$ cat src/rtl/h264au_pkg.sv
`default_nettype none
// ----------------------------------------------------------------------------
// h264au_pkg
// Types and constants shared by the Annex B access-unit framer modules.
// ----------------------------------------------------------------------------
package h264au_pkg;

  localparam int unsigned LENGTH_BITS_DEF = 24;
  localparam int unsigned OUT_W           = 24;

  // result queue
  localparam int unsigned FIFO_DEPTH = 4;
  localparam int unsigned FIFO_PTR_W = $clog2(FIFO_DEPTH);
  localparam int unsigned FIFO_CNT_W = $clog2(FIFO_DEPTH + 1);

  // prefix sizes in bytes, header byte included (without / with a leading zero byte)
  localparam int unsigned PREFIX_SHORT = 4;
  localparam int unsigned PREFIX_LONG  = 5;

  localparam logic [23:0] START_CODE = 24'h000001;
  localparam logic [7:0]  HDR_NONE   = 8'hFF;

  // NAL unit types
  localparam logic [4:0] NAL_SLICE_LO = 5'd1;
  localparam logic [4:0] NAL_IDR      = 5'd5;
  localparam logic [4:0] NAL_SEI      = 5'd6;
  localparam logic [4:0] NAL_SPS      = 5'd7;
  localparam logic [4:0] NAL_PPS      = 5'd8;
  localparam logic [4:0] NAL_AUD      = 5'd9;
  localparam logic [4:0] NAL_EOSEQ    = 5'd10;
  localparam logic [4:0] NAL_EOSTR    = 5'd11;
  localparam logic [4:0] NAL_SPS_EXT  = 5'd13;
  localparam logic [4:0] NAL_RSV_LO   = 5'd14;
  localparam logic [4:0] NAL_RSV_HI   = 5'd18;

  typedef enum logic [1:0] {
    KIND_UNIT    = 2'd0,
    KIND_DISCARD = 2'd1,
    KIND_DROP    = 2'd2
  } kind_t;

  typedef struct packed {
    logic [7:0] stream_byte;
    logic       discontinuity;
  } in_item_t;

  typedef struct packed {
    logic [1:0]       kind;
    logic [OUT_W-1:0] length;
    logic [OUT_W-1:0] header_size;
    logic             errored;
    logic             random_access;
    logic             last;
  } out_item_t;

  // results handed from the framing core to the result queue
  typedef struct packed {
    logic [1:0] count;
    out_item_t  r1;
    out_item_t  r0;
  } push_t;

endpackage
`default_nettype wire

$ cat src/rtl/h264_annexb_access_unit_framer.sv
`default_nettype none
// ----------------------------------------------------------------------------
// h264_annexb_access_unit_framer
// Cuts an H.264 Annex B byte stream into access units, one byte per clock.
// ----------------------------------------------------------------------------
// Usage:
//  in_*  : one stream byte plus a discontinuity mark per transaction.
//  out_* : result items (unit complete, bytes discarded before sync, NAL
//          dropped after a discontinuity); a byte causes zero, one or two,
//          and the last one of a byte carries the last mark.
//  Path: a byte is held in the input register; its results then enter
//  the four-entry result queue, from which they are offered.
//  Throughput: one byte per clock. The input stalls only while the result
//  queue has fewer free entries than the current byte produces.
//  Reset (rst, synchronous): empties both stages and returns the framer to
//  the unsynced state with an empty history.
//  Receiver stall: results wait in the queue; bytes keep flowing until the
//  queue fills, then in_ready drops until results are taken.
//  LENGTH_BITS sets the width of the internal byte counters (16 to 32);
//  reported lengths saturate at 24 bits.
// ----------------------------------------------------------------------------
module h264_annexb_access_unit_framer
  import h264au_pkg::*;
#(
  parameter int unsigned LENGTH_BITS = LENGTH_BITS_DEF
) (
  input  wire logic      clk,
  input  wire logic      rst,
  input  wire logic      in_valid,
  output logic           in_ready,
  input  wire in_item_t  in_data,
  output logic           out_valid,
  input  wire logic      out_ready,
  output out_item_t      out_data
);

  logic                  item_valid;
  in_item_t              item;
  logic                  take;
  push_t                 push;
  logic [FIFO_CNT_W-1:0] space;

  h264au_in_reg u_in_reg (
    .clk        (clk),
    .rst        (rst),
    .in_valid   (in_valid),
    .in_ready   (in_ready),
    .in_data    (in_data),
    .item_valid (item_valid),
    .item       (item),
    .take       (take)
  );

  h264au_core #(
    .LENGTH_BITS (LENGTH_BITS)
  ) u_core (
    .clk        (clk),
    .rst        (rst),
    .item_valid (item_valid),
    .item       (item),
    .space      (space),
    .take       (take),
    .push       (push)
  );

  h264au_out_fifo u_out_fifo (
    .clk       (clk),
    .rst       (rst),
    .push      (push),
    .space     (space),
    .out_valid (out_valid),
    .out_ready (out_ready),
    .out_data  (out_data)
  );

endmodule
`default_nettype wire

$ cat src/rtl/h264au_in_reg.sv
`default_nettype none
// ----------------------------------------------------------------------------
// h264au_in_reg
// Input register stage: holds one accepted byte until the core commits it.
// ----------------------------------------------------------------------------
module h264au_in_reg
  import h264au_pkg::*;
(
  input  wire logic     clk,
  input  wire logic     rst,
  input  wire logic     in_valid,
  output logic          in_ready,
  input  wire in_item_t in_data,
  output logic          item_valid,
  output in_item_t      item,
  input  wire logic     take
);

  assign in_ready = !item_valid || take;

  always_ff @(posedge clk) begin
    if (rst) begin
      item_valid <= 1'b0;
    end else if (in_ready) begin
      item_valid <= in_valid;
    end
  end

  always_ff @(posedge clk) begin
    if (in_ready && in_valid) begin
      item <= in_data;
    end
  end

endmodule
`default_nettype wire

$ cat src/rtl/h264au_core.sv
`default_nettype none
// ----------------------------------------------------------------------------
// h264au_core
// Framing state and per-byte logic: start-code search, NAL close/open,
// access-unit cut decisions and result generation.
// ----------------------------------------------------------------------------
module h264au_core
  import h264au_pkg::*;
#(
  parameter int unsigned LENGTH_BITS = LENGTH_BITS_DEF
) (
  input  wire logic                  clk,
  input  wire logic                  rst,
  input  wire logic                  item_valid,
  input  wire in_item_t              item,
  input  wire logic [FIFO_CNT_W-1:0] space,
  output logic                       take,
  output push_t                      push
);

  localparam int unsigned LB = LENGTH_BITS;
  localparam logic [LB-1:0] ONE  = LB'(1);
  localparam logic [LB-1:0] SZ4  = LB'(PREFIX_SHORT);
  localparam logic [LB-1:0] SZ5  = LB'(PREFIX_LONG);

  function automatic logic [LB-1:0] sat_add(input logic [LB-1:0] a, input logic [LB-1:0] b);
    logic [LB:0] s;
    s = {1'b0, a} + {1'b0, b};
    return s[LB] ? {LB{1'b1}} : s[LB-1:0];
  endfunction

  function automatic logic [LB-1:0] sat_sub(input logic [LB-1:0] a, input logic [LB-1:0] b);
    return (a > b) ? (a - b) : '0;
  endfunction

  function automatic logic [OUT_W-1:0] clamp_out(input logic [LB-1:0] v);
    logic [32:0] w;
    w = 33'(v);
    return (w > 33'(24'hFFFFFF)) ? {OUT_W{1'b1}} : w[OUT_W-1:0];
  endfunction

  function automatic logic is_slice(input logic [4:0] t);
    return (t >= NAL_SLICE_LO) && (t <= NAL_IDR);
  endfunction

  // state
  logic [39:0]   hist;
  logic [LB-1:0] unit_count;
  logic [7:0]    cur_hdr;
  logic          nal_open;
  logic [LB-1:0] nal_start;
  logic          vcl_seen;
  logic [LB-1:0] vcl_start;
  logic [7:0]    slice_hdr;
  logic          synced;
  logic          dpend;
  logic          flag_err;
  logic          flag_ra;

  logic [39:0]   hist_next;
  logic [LB-1:0] unit_count_next;
  logic [7:0]    cur_hdr_next;
  logic          nal_open_next;
  logic [LB-1:0] nal_start_next;
  logic          vcl_seen_next;
  logic [LB-1:0] vcl_start_next;
  logic [7:0]    slice_hdr_next;
  logic          synced_next;
  logic          dpend_next;
  logic          flag_err_next;
  logic          flag_ra_next;
  push_t         push_c;

  always_comb begin
    logic [LB-1:0] u;
    logic [LB-1:0] sz;
    logic [7:0]    hdr;
    logic [7:0]    psl;
    logic [4:0]    t;
    logic [4:0]    tn;
    logic          dp;
    logic          cut;
    logic          ended;
    logic          emit_unit;
    logic          emit_drop;
    logic          emit_disc;
    out_item_t     r_unit;
    out_item_t     r_drop;
    out_item_t     r_disc;

    hist_next      = {hist[31:0], item.stream_byte};
    dp             = dpend || item.discontinuity;
    u              = sat_add(unit_count, ONE);
    cur_hdr_next   = cur_hdr;
    nal_open_next  = nal_open;
    nal_start_next = nal_start;
    vcl_seen_next  = vcl_seen;
    vcl_start_next = vcl_start;
    slice_hdr_next = slice_hdr;
    synced_next    = synced;
    dpend_next     = dp;
    flag_err_next  = flag_err;
    flag_ra_next   = flag_ra;
    hdr            = hist_next[7:0];
    sz             = (hist_next[39:32] == 8'h00) ? SZ5 : SZ4;
    psl            = slice_hdr;
    t              = cur_hdr[4:0];
    tn             = hdr[4:0];
    cut            = 1'b0;
    ended          = 1'b0;
    emit_unit      = 1'b0;
    emit_drop      = 1'b0;
    emit_disc      = 1'b0;
    r_unit         = '0;
    r_drop         = '0;
    r_disc         = '0;
    r_unit.kind    = KIND_UNIT;
    r_drop.kind    = KIND_DROP;
    r_disc.kind    = KIND_DISCARD;

    if (hist_next[31:8] == START_CODE) begin
      u = sat_sub(u, sz);

      // close the NAL ended by this start code
      if (!synced) begin
        if (u != '0) begin
          emit_disc     = 1'b1;
          r_disc.length = clamp_out(u);
        end
        u           = '0;
        synced_next = 1'b1;
      end else if (nal_open) begin
        if (is_slice(t)) begin
          if (dp) flag_err_next = 1'b1;
          if (t == NAL_IDR) flag_ra_next = 1'b1;
        end else if (dp) begin
          flag_err_next = 1'b1;
          emit_drop     = 1'b1;
          r_drop.length = clamp_out(sat_sub(u, nal_start));
          if (nal_start < u) u = nal_start;
        end
      end

      u            = sat_add(u, sz);
      dpend_next   = 1'b0;
      cur_hdr_next = hdr;

      // open the new NAL, decide on a boundary
      if (is_slice(tn)) begin
        slice_hdr_next = hdr;
        if (!vcl_seen_next) begin
          vcl_seen_next  = 1'b1;
          vcl_start_next = sat_sub(u, sz);
        end else if (psl != HDR_NONE) begin
          if (((psl[4:0] == NAL_IDR) != (tn == NAL_IDR)) ||
              ((psl[6:5] == 2'b00) != (hdr[6:5] == 2'b00))) begin
            cut = 1'b1;
          end
        end
      end else if (tn == NAL_SEI) begin
        if (!vcl_seen_next) begin
          vcl_seen_next  = 1'b1;
          vcl_start_next = sat_sub(u, sz);
        end else if (slice_hdr_next != HDR_NONE) begin
          cut = 1'b1;
        end
      end else if (tn == NAL_EOSEQ || tn == NAL_EOSTR) begin
        ended = 1'b1;
      end else if (tn == NAL_SPS || tn == NAL_PPS || tn == NAL_AUD ||
                   tn == NAL_SPS_EXT || (tn >= NAL_RSV_LO && tn <= NAL_RSV_HI)) begin
        if (slice_hdr_next != HDR_NONE) cut = 1'b1;
      end

      if (cut) u = sat_sub(u, sz);

      // unit output, either at end of sequence/stream or at a cut
      if (ended || cut) begin
        if (u != '0) begin
          emit_unit            = 1'b1;
          r_unit.length        = clamp_out(u);
          r_unit.header_size   = vcl_seen_next ? clamp_out(vcl_start_next) : '0;
          r_unit.errored       = flag_err_next;
          r_unit.random_access = flag_ra_next;
        end
        u              = '0;
        vcl_seen_next  = 1'b0;
        vcl_start_next = '0;
        slice_hdr_next = HDR_NONE;
        flag_err_next  = 1'b0;
        flag_ra_next   = 1'b0;
      end

      if (cut) begin
        u = sz;
        if (is_slice(tn) || tn == NAL_SEI) begin
          vcl_seen_next  = 1'b1;
          vcl_start_next = '0;
        end
        if (is_slice(tn)) slice_hdr_next = hdr;
      end

      nal_open_next  = !ended;
      nal_start_next = ended ? '0 : sat_sub(u, sz);
    end

    unit_count_next = u;

    // order: discard or drop first, then the unit
    push_c = '0;
    if (emit_disc) begin
      push_c.r0    = r_disc;
      push_c.count = 2'd1;
    end else if (emit_drop) begin
      push_c.r0    = r_drop;
      push_c.count = 2'd1;
    end
    if (emit_unit) begin
      if (push_c.count == 2'd0) begin
        push_c.r0    = r_unit;
        push_c.count = 2'd1;
      end else begin
        push_c.r1    = r_unit;
        push_c.count = 2'd2;
      end
    end
    if (push_c.count == 2'd1) push_c.r0.last = 1'b1;
    if (push_c.count == 2'd2) push_c.r1.last = 1'b1;
  end

  assign take = item_valid && (FIFO_CNT_W'(push_c.count) <= space);

  always_comb begin
    push = push_c;
    if (!take) push.count = 2'd0;
  end

  always_ff @(posedge clk) begin
    if (rst) begin
      hist       <= '1;
      unit_count <= '0;
      cur_hdr    <= HDR_NONE;
      nal_open   <= 1'b0;
      nal_start  <= '0;
      vcl_seen   <= 1'b0;
      vcl_start  <= '0;
      slice_hdr  <= HDR_NONE;
      synced     <= 1'b0;
      dpend      <= 1'b0;
      flag_err   <= 1'b0;
      flag_ra    <= 1'b0;
    end else if (take) begin
      hist       <= hist_next;
      unit_count <= unit_count_next;
      cur_hdr    <= cur_hdr_next;
      nal_open   <= nal_open_next;
      nal_start  <= nal_start_next;
      vcl_seen   <= vcl_seen_next;
      vcl_start  <= vcl_start_next;
      slice_hdr  <= slice_hdr_next;
      synced     <= synced_next;
      dpend      <= dpend_next;
      flag_err   <= flag_err_next;
      flag_ra    <= flag_ra_next;
    end
  end

endmodule
`default_nettype wire

$ cat src/rtl/h264au_out_fifo.sv
`default_nettype none
// ----------------------------------------------------------------------------
// h264au_out_fifo
// Small result queue: takes up to two results per cycle, gives one.
// ----------------------------------------------------------------------------
module h264au_out_fifo
  import h264au_pkg::*;
(
  input  wire logic                  clk,
  input  wire logic                  rst,
  input  wire push_t                 push,
  output logic [FIFO_CNT_W-1:0]      space,
  output logic                       out_valid,
  input  wire logic                  out_ready,
  output out_item_t                  out_data
);

  out_item_t             mem [FIFO_DEPTH];
  logic [FIFO_PTR_W-1:0] wr_ptr;
  logic [FIFO_PTR_W-1:0] rd_ptr;
  logic [FIFO_CNT_W-1:0] count;
  logic                  pop;
  logic [FIFO_PTR_W-1:0] wr_ptr1;

  assign space     = FIFO_CNT_W'(FIFO_DEPTH) - count;
  assign out_valid = (count != '0);
  assign out_data  = mem[rd_ptr];
  assign pop       = out_valid && out_ready;
  assign wr_ptr1   = wr_ptr + FIFO_PTR_W'(1);

  always_ff @(posedge clk) begin
    if (rst) begin
      wr_ptr <= '0;
      rd_ptr <= '0;
      count  <= '0;
    end else begin
      wr_ptr <= wr_ptr + FIFO_PTR_W'(push.count);
      if (pop) rd_ptr <= rd_ptr + FIFO_PTR_W'(1);
      count  <= count + FIFO_CNT_W'(push.count) - FIFO_CNT_W'(pop);
    end
  end

  always_ff @(posedge clk) begin
    if (push.count != 2'd0) mem[wr_ptr] <= push.r0;
    if (push.count == 2'd2) mem[wr_ptr1] <= push.r1;
  end

endmodule
`default_nettype wire

$ cat config.mk
export PLATFORM = sky130hd
export DESIGN_NAME = h264_annexb_access_unit_framer
export DESIGN_NICKNAME = d
export VERILOG_FILES = /design/src/rtl/h264au_pkg.sv /design/src/rtl/h264_annexb_access_unit_framer.sv /design/src/rtl/h264au_in_reg.sv /design/src/rtl/h264au_core.sv /design/src/rtl/h264au_out_fifo.sv
export SDC_FILE = /design/constraint.sdc
export NUM_CORES = 1
export LEC_CHECK = 0
export ABC_AREA = 1
export BUFFER_PORTS_ARGS = -buffer_cell sky130_fd_sc_hd__buf_2
export CAP_MARGIN = 0
export CORE_AREA = 5 5 269 271
export DETAILED_ROUTE_END_ITERATION = 12
export DIE_AREA = 0 0 274 276
export PLACE_DENSITY = 0.51
export SYNTH_ARGS = -nofsm -noshare
export SYNTH_HDL_FRONTEND = slang
export SYNTH_SLANG_ARGS = --single-unit
$ cat constraint.sdc
create_clock -name clk -period 9.9 [get_ports clk]
set_input_delay 1.485 -clock clk [delete_from_list [all_inputs] [get_ports clk]]
set_output_delay 1.485 -clock clk [all_outputs]
set_load 0.005 [all_outputs]
==> results.cfg, run 1 <==
[run_status]
status = finished, final reports clean

[place]
io_buffers = 67
post-dp-hpwl_um = 65800
placed_cell_area_sq_mm = 0.0276
dpl_worst_slack_ns = -0.101
dp_cells = 4697
gp_congestion = 0.959

[timing]
setup_ws_ns = 0.238
skew_ns = 0.0420
fmax_mhz = 103
hold_viol = 0
post-route-period-util = 0.976
worstMarginPinSlew_ns = 1.17
finalSetupViolations = 0
period_minus_slack_ns = 9.66
relSlewSlack = 0.221
tns_ns = 0
finalMaxSlewViolations = 0

[setup_path]
slowest_stage = nor4_1
cp.arrival_ns = 8.18
crit_path_max_incr_delay_ns = 0.35
crit_required_ns = 8.42
crit_top_cell = nand2_2
crit_path_max_fanout = 11
crit_type = reg -> out
reg2reg_slack_ns = 0.79
endpoint_kind = output pin
cp-start-kind = register

[power]
p_total_mw = 4.07
p_leak_nw = 13.4
switching_power_mw = 1.22
ir_drop_v = 0.000131
p_int_mw = 2.85
sequentialPowerShare = 0.409
power.share.clock = 0.425
combPwrFrac = 0.166
switching_share = 0.300
power.density_mw_per_mm2 = 131

[logic_synthesis]
avgSynthCellArea_sq_um = 6.75
synth_area_sq_mm = 0.0241
synth-main-ff-cell = edfxtp_1
synth_top_area_frac = 0.266
synth.most_common_cell = nand2_1
yosysTopAreaCell = edfxtp_1
synth_cells = 3567
ys_ff_latch = 354
synth_edf_count = 213
synth_area_leaders = edfxtp_1, nand2_1, dfxtp_1
synth-warning-count = 0
synth_compound_area_frac = 0.141
ys_types = 54
async_flop_share = 0
synthAdderAreaFrac = 0.0230
synthXorXnorAreaFrac = 0.0207
synthTopCellsByCount = nand2_1, nor2_1, inv_1
synth_top_family_by_area = simple AND/OR/NAND/NOR gates
synth-simple-area-share = 0.329
syn-num-nets = 3623
ys_seq_area_frac = 0.383
synthMuxAreaShare = 0

[run]
cap_viol_max_count = 0

[die]
coreArea_sq_mm = 0.0695
die-width_um = 274
dieArea_sq_mm = 0.0756
rows = 97
start_util = 0.346
io_pins = 68
dieHeight_um = 276

[drt]
drt_iter0_markers = 2443
postRouteAntennaNets = 0
drc = 0
wirelength_um = 91200
via_per_inst = 5.10
detail_route.wl_per_cell_um = 18.8
num_vias = 24734
drt_first_pass_iters = 6

[finish]
area_growth_syn_to_layout_pct = 29.0
fin_area_sq_mm = 0.0310
fin_cells = 4846
nets = 3924
drive_above_1_share = 0.210

[grt]
grt_start_max_net_pins = 69
grt_antenna_before_repair = 1
grtUsageTotal = 0.228
grt_overflow_total = 0
grt_pass1_wl_um = 137000
grt_pass1_vias = 23133

[clock_network]
insertion_delay_ns = 0.62
root_buffer = clkbuf_16
clk_path_buf_depth = 3
clk_pin_slew_ns = 0.05
htree_levels = 2
clkSinkCount = 354
cts_tree = done
cts_buffers = 45

[min_path]
worstHoldPathType = reg -> reg
stage by stage:
step            util  hold WS (ns)
5_1_grt        0.446         0.482
2_1_floorplan      -         0.426
6_report       0.446         0.453
3_3_place_gp   0.396         0.435
3_5_place_dp   0.396         0.444
4_1_cts        0.427         0.455
cell families (layout without fill, tap and decap cells):
family,count (synthesis),count (layout)
adder cells (fa/ha/maj),43,43
AND/OR/NAND/NOR,1886,1886
flip-flops,354,354
buffers and inverters,617,955
other,0,1
AO/OA/AOI/OAI,611,611
XOR/XNOR,56,56
repair_timing:
action	in CTS	in global routing
setup endpoints to repair	1	54
resized for setup	102	231
setup buffers	16	40
hold buffers	0	0
pin swaps	25	88
cloned	3	6
worst max-delay path: cells and delay by family (launching register included):
family,cells,cell delay (ns)
AOI/OAI and AO/OA,4,0.60
buffers and inverters,14,1.56
DFF,1,0.31
adders and majority gates,6,1.29
and+or+nand+nor,33,3.79
power groups by stage:
stage               combinational [mW]  sequential, mW  clock [mW]
floorplan                        0.414            1.65           0
global placement                 0.606            1.69           0
detailed placement               0.605            1.69           0
CTS                              0.618            1.66        1.76
global route                     0.762            1.67        1.82
finish                           0.676            1.66        1.73
final timing paths:
path / startpoint / endpoint / cells past startpoint
setup / recovery: u_core.hist[28]$_SDFFE_PP1N_ / in_ready / 57
hold / removal: u_core.dpend$_SDFFE_PP0N_ / u_core.dpend$_SDFFE_PP0N_ / 2
setup reg to reg: u_core.hist[28]$_SDFFE_PP1N_ / u_out_fifo.mem[1][8]$_DFFE_PP_ / 64
hold reg to reg: u_core.dpend$_SDFFE_PP0N_ / u_core.dpend$_SDFFE_PP0N_ / 2
routing by layer:
metal / part of all wire / GRT usage
met5: 0 / 0
met1: 0.45 / 0.315
met3: 0.055 / 0.0296
met2: 0.47 / 0.374
met4: 0.031 / 0.0679
sequential cells by signal, summed over array words and instances, names as in the netlist, 2 cells and up, named ones only:
| signal | cells |
|---|---|
| u_out_fifo.mem | 212 |
| u_core.hist | 32 |
| u_core.nal_start | 24 |
| u_core.unit_count | 24 |
| u_core.vcl_start | 24 |
| u_in_reg.item | 9 |
| u_core.slice_hdr | 8 |
| u_core.cur_hdr | 5 |
| u_out_fifo.count | 3 |
| u_out_fifo.rd_ptr | 2 |
| u_out_fifo.wr_ptr | 2 |
cells in the final DEF (no fill, tap or decap), types with 33 or more instances in the layout:
cell and instances:
nand3_1 206, xor2_1 36, nand2_1 737, a21oi_1 108, inv_1 403, o22ai_1 163
edfxtp_1 213, nand4_1 60, buf_2 67, o21ai_0 260, buf_4 293, inv_2 33
nor2_1 620, clkbuf_16 51, nor2_4 33, nor2_2 40, dfxtp_1 130, buf_12 43
nand3_2 34, nand2_2 81
area by class of cell:
cell class / instances / area [sq um]
multi-input combinational: 2596 / 13600
sequential: 354 / 9240
antenna: 1 / 2.50
clock buffer: 57 / 1180
fill: 7118 / 38500
inverter: 448 / 1700
tap: 940 / 1180
clock inverter: 27 / 375
timing repair buffer: 423 / 3740
Note: power is estimated with default switching activity, not from simulation.
==> run 2: changes to the inputs <==
--- a/config.mk
+++ b/config.mk
@@ -13,3 +13,3 @@
 export DIE_AREA = 0 0 274 276
-export PLACE_DENSITY = 0.51
+export PLACE_DENSITY = 0.58
 export SYNTH_ARGS = -nofsm -noshare
==> constraint.sdc (replaced) <==
create_clock -name clk -period 9.9 [get_ports clk]
set_input_delay 0.99 -clock clk [delete_from_list [all_inputs] [get_ports clk]]
set_output_delay 0.99 -clock clk [all_outputs]
set_load 0.005 [all_outputs]
==> run 2 against run 1 <==
Compared with the run above:
- via count shrank 1.2%
- flip-flop and latch count is the same
- design area shrank 7.5%
- setup slack gained 0.16 ns
==> results.cfg, run 2 (same netlist as run 1, synthesis figures left out) <==
[clock_network]
clk_pin_slew_ns = 0.06
cts_buffers = 42
insertion_delay_ns = 0.59
cts_tree = done
clk_path_buf_depth = 3
root_buffer = clkbuf_16
htree_levels = 2
clkSinkCount = 354

[die]
start_util = 0.346
io_pins = 68
dieHeight_um = 276
rows = 97
dieArea_sq_mm = 0.0756
coreArea_sq_mm = 0.0695
die-width_um = 274

[grt]
grt_pass1_vias = 22532
grt_pass1_wl_um = 133000
grt_antenna_before_repair = 0
grtUsageTotal = 0.219
grt_start_max_net_pins = 86
grt_overflow_total = 0

[place]
gp_congestion = 0.981
io_buffers = 67
dpl_worst_slack_ns = -0.0349
dp_cells = 4522
post-dp-hpwl_um = 62400

[power]
power.density_mw_per_mm2 = 134
ir_drop_v = 0.000102
p_leak_nw = 12.2

[finish]
multiInputGateArea_sq_mm = 0.0134
top_regs = u_out_fifo.mem: 212 flops, u_core.hist: 32 flops
area_growth_syn_to_layout_pct = 19.4
largest_reg_flops = 212
drive_above_1_share = 0.148
nets = 3717
top_register = u_out_fifo.mem
fin_cells = 4633
mostFrequentLayoutCells = nand2_1, nor2_1, inv_1
fill_cells = 7359
diodes = 0
seqCellArea_sq_mm = 0.00923
layout_commonest_cell = nand2_1

[timing]
finalMaxSlewViolations = 0
period_minus_slack_ns = 9.50
hold_viol = 0
worstMarginPinSlew_ns = 1.02
finalSetupViolations = 0
fmax_mhz = 105
skew_ns = 0.0284
setup_ws_ns = 0.401
relSlewSlack = 0.317
post-route-period-util = 0.960

[drt]
wl_met1_um = 37700
wirelength_um = 87500
num_vias = 24430
drc = 0
via_per_inst = 5.27
route.met3.wl_um = 6710
detail_route.wl_per_cell_um = 18.9
drt_iter0_markers = 2797
route.met2.wl_um = 40400
top_layer = met4
postRouteAntennaNets = 0
drt_first_pass_iters = 6

[run]
cap_viol_max_count = 0

[setup_path]
cp-start-kind = register
crit_path_max_incr_delay_ns = 0.36
cp-startpoint = u_core.unit_count[0]$_SDFFE_PP0N_
slowest_stage = dfxtp_4
crit_type = reg -> out
crit_required_ns = 8.91
reg2reg_slack_ns = 0.69
crit_path_max_fanout = 31
crit_end = in_ready
endpoint_kind = output pin
reg2reg_to = u_out_fifo.mem[1][33]$_DFFE_PP_
reg2reg_depth = 64
r2r_start = u_core.unit_count[0]$_SDFFE_PP0N_
cp.arrival_ns = 8.51
crit_top_cell = nand2_1

[min_path]
worstHoldPathType = reg -> reg

[run_status]
status = finished, final reports clean
## run 2: cell types whose count changed in the layout (fill, tap and decap cells not counted), sizes merged
cell / previous run / this run
nand2: 846 / 848
clkinvlp: 5 / 0
clkinv: 19 / 20
clkbuf: 63 / 64
diode: 1 / 0
bufinv: 6 / 3
buf: 417 / 211
inv: 445 / 443
## run 2: repair_timing
item / in CTS / in global routing
pin swaps: 2 / 40
cloned: 1 / 8
hold buffers: 0 / 0
resized for setup: 32 / 206
endpoints found under the setup margin: 180 / 526
setup buffers: 1 / 25
## run 2: how the worst min path moves through the flow
stage	start	end	slack (ns)	cells after the start
finish	u_core.vcl_start[1]$_SDFFE_PP0P_	u_core.vcl_start[1]$_SDFFE_PP0P_	0.46	2
global route	u_core.vcl_start[22]$_SDFFE_PP0P_	u_core.vcl_start[22]$_SDFFE_PP0P_	0.49	2
CTS	u_core.vcl_start[1]$_SDFFE_PP0P_	u_core.vcl_start[1]$_SDFFE_PP0P_	0.46	2
detailed placement	u_core.dpend$_SDFFE_PP0N_	u_core.dpend$_SDFFE_PP0N_	0.44	2
global placement	u_core.dpend$_SDFFE_PP0N_	u_core.dpend$_SDFFE_PP0N_	0.43	2
floorplan	u_core.dpend$_SDFFE_PP0N_	u_core.dpend$_SDFFE_PP0N_	0.43	2
## run 2: through the flow
step | setup TNS, ns | total power [mW] | util | hold slack, ns | cell area (sq um)
2_1_floorplan | 0 | 2.07 | - | 0.426 | 24100
3_3_place_gp | -0.899 | 2.28 | 0.373 | 0.433 | 26000
3_5_place_dp | -0.571 | 2.28 | 0.373 | 0.439 | 26000
4_1_cts | 0 | 3.85 | 0.395 | 0.463 | 27500
5_1_grt | -0.0869 | 4.04 | 0.413 | 0.488 | 28700
6_report | 0 | 3.85 | 0.413 | 0.458 | 28700
## run 2: where the power goes
group	total [mW]	leakage, nW	switching (mW)	internal (mW)
clock network	1.57	0.674	0.660	0.905
logic	0.638	8.93	0.442	0.196
registers	1.65	2.64	0.0490	1.60
total	3.85	12.2	1.15	2.70
## run 2: layer usage
layer | global-route usage | vias to the layer above
met4 | 0.0625 | 0
li1 | - | 11888
met2 | 0.354 | 989
met1 | 0.306 | 11396
met3 | 0.0300 | 157
met5 | 0 | -
## run 2: final cells by class
| class | count | share of cell area |
|---|---|---|
| Inverter | 448 | 0.0586 |
| Clock inverter | 18 | 0.00732 |
| Timing Repair Buffer | 217 | 0.0644 |
| Clock buffer | 58 | 0.0404 |
| Sequential cell | 354 | 0.321 |
| Multi-Input combinational cell | 2598 | 0.467 |
| Tap cell | 940 | 0.0410 |
## run 2: critical path: cells and delay by family (launching register included)
| family | cells | cell delay (ns) |
|---|---|---|
| adders and majority gates | 5 | 1.25 |
| AOI/OAI and AO/OA | 3 | 0.42 |
| and+or+nand+nor | 35 | 4.37 |
| buffers and inverters | 14 | 1.48 |
| DFF | 1 | 0.36 |
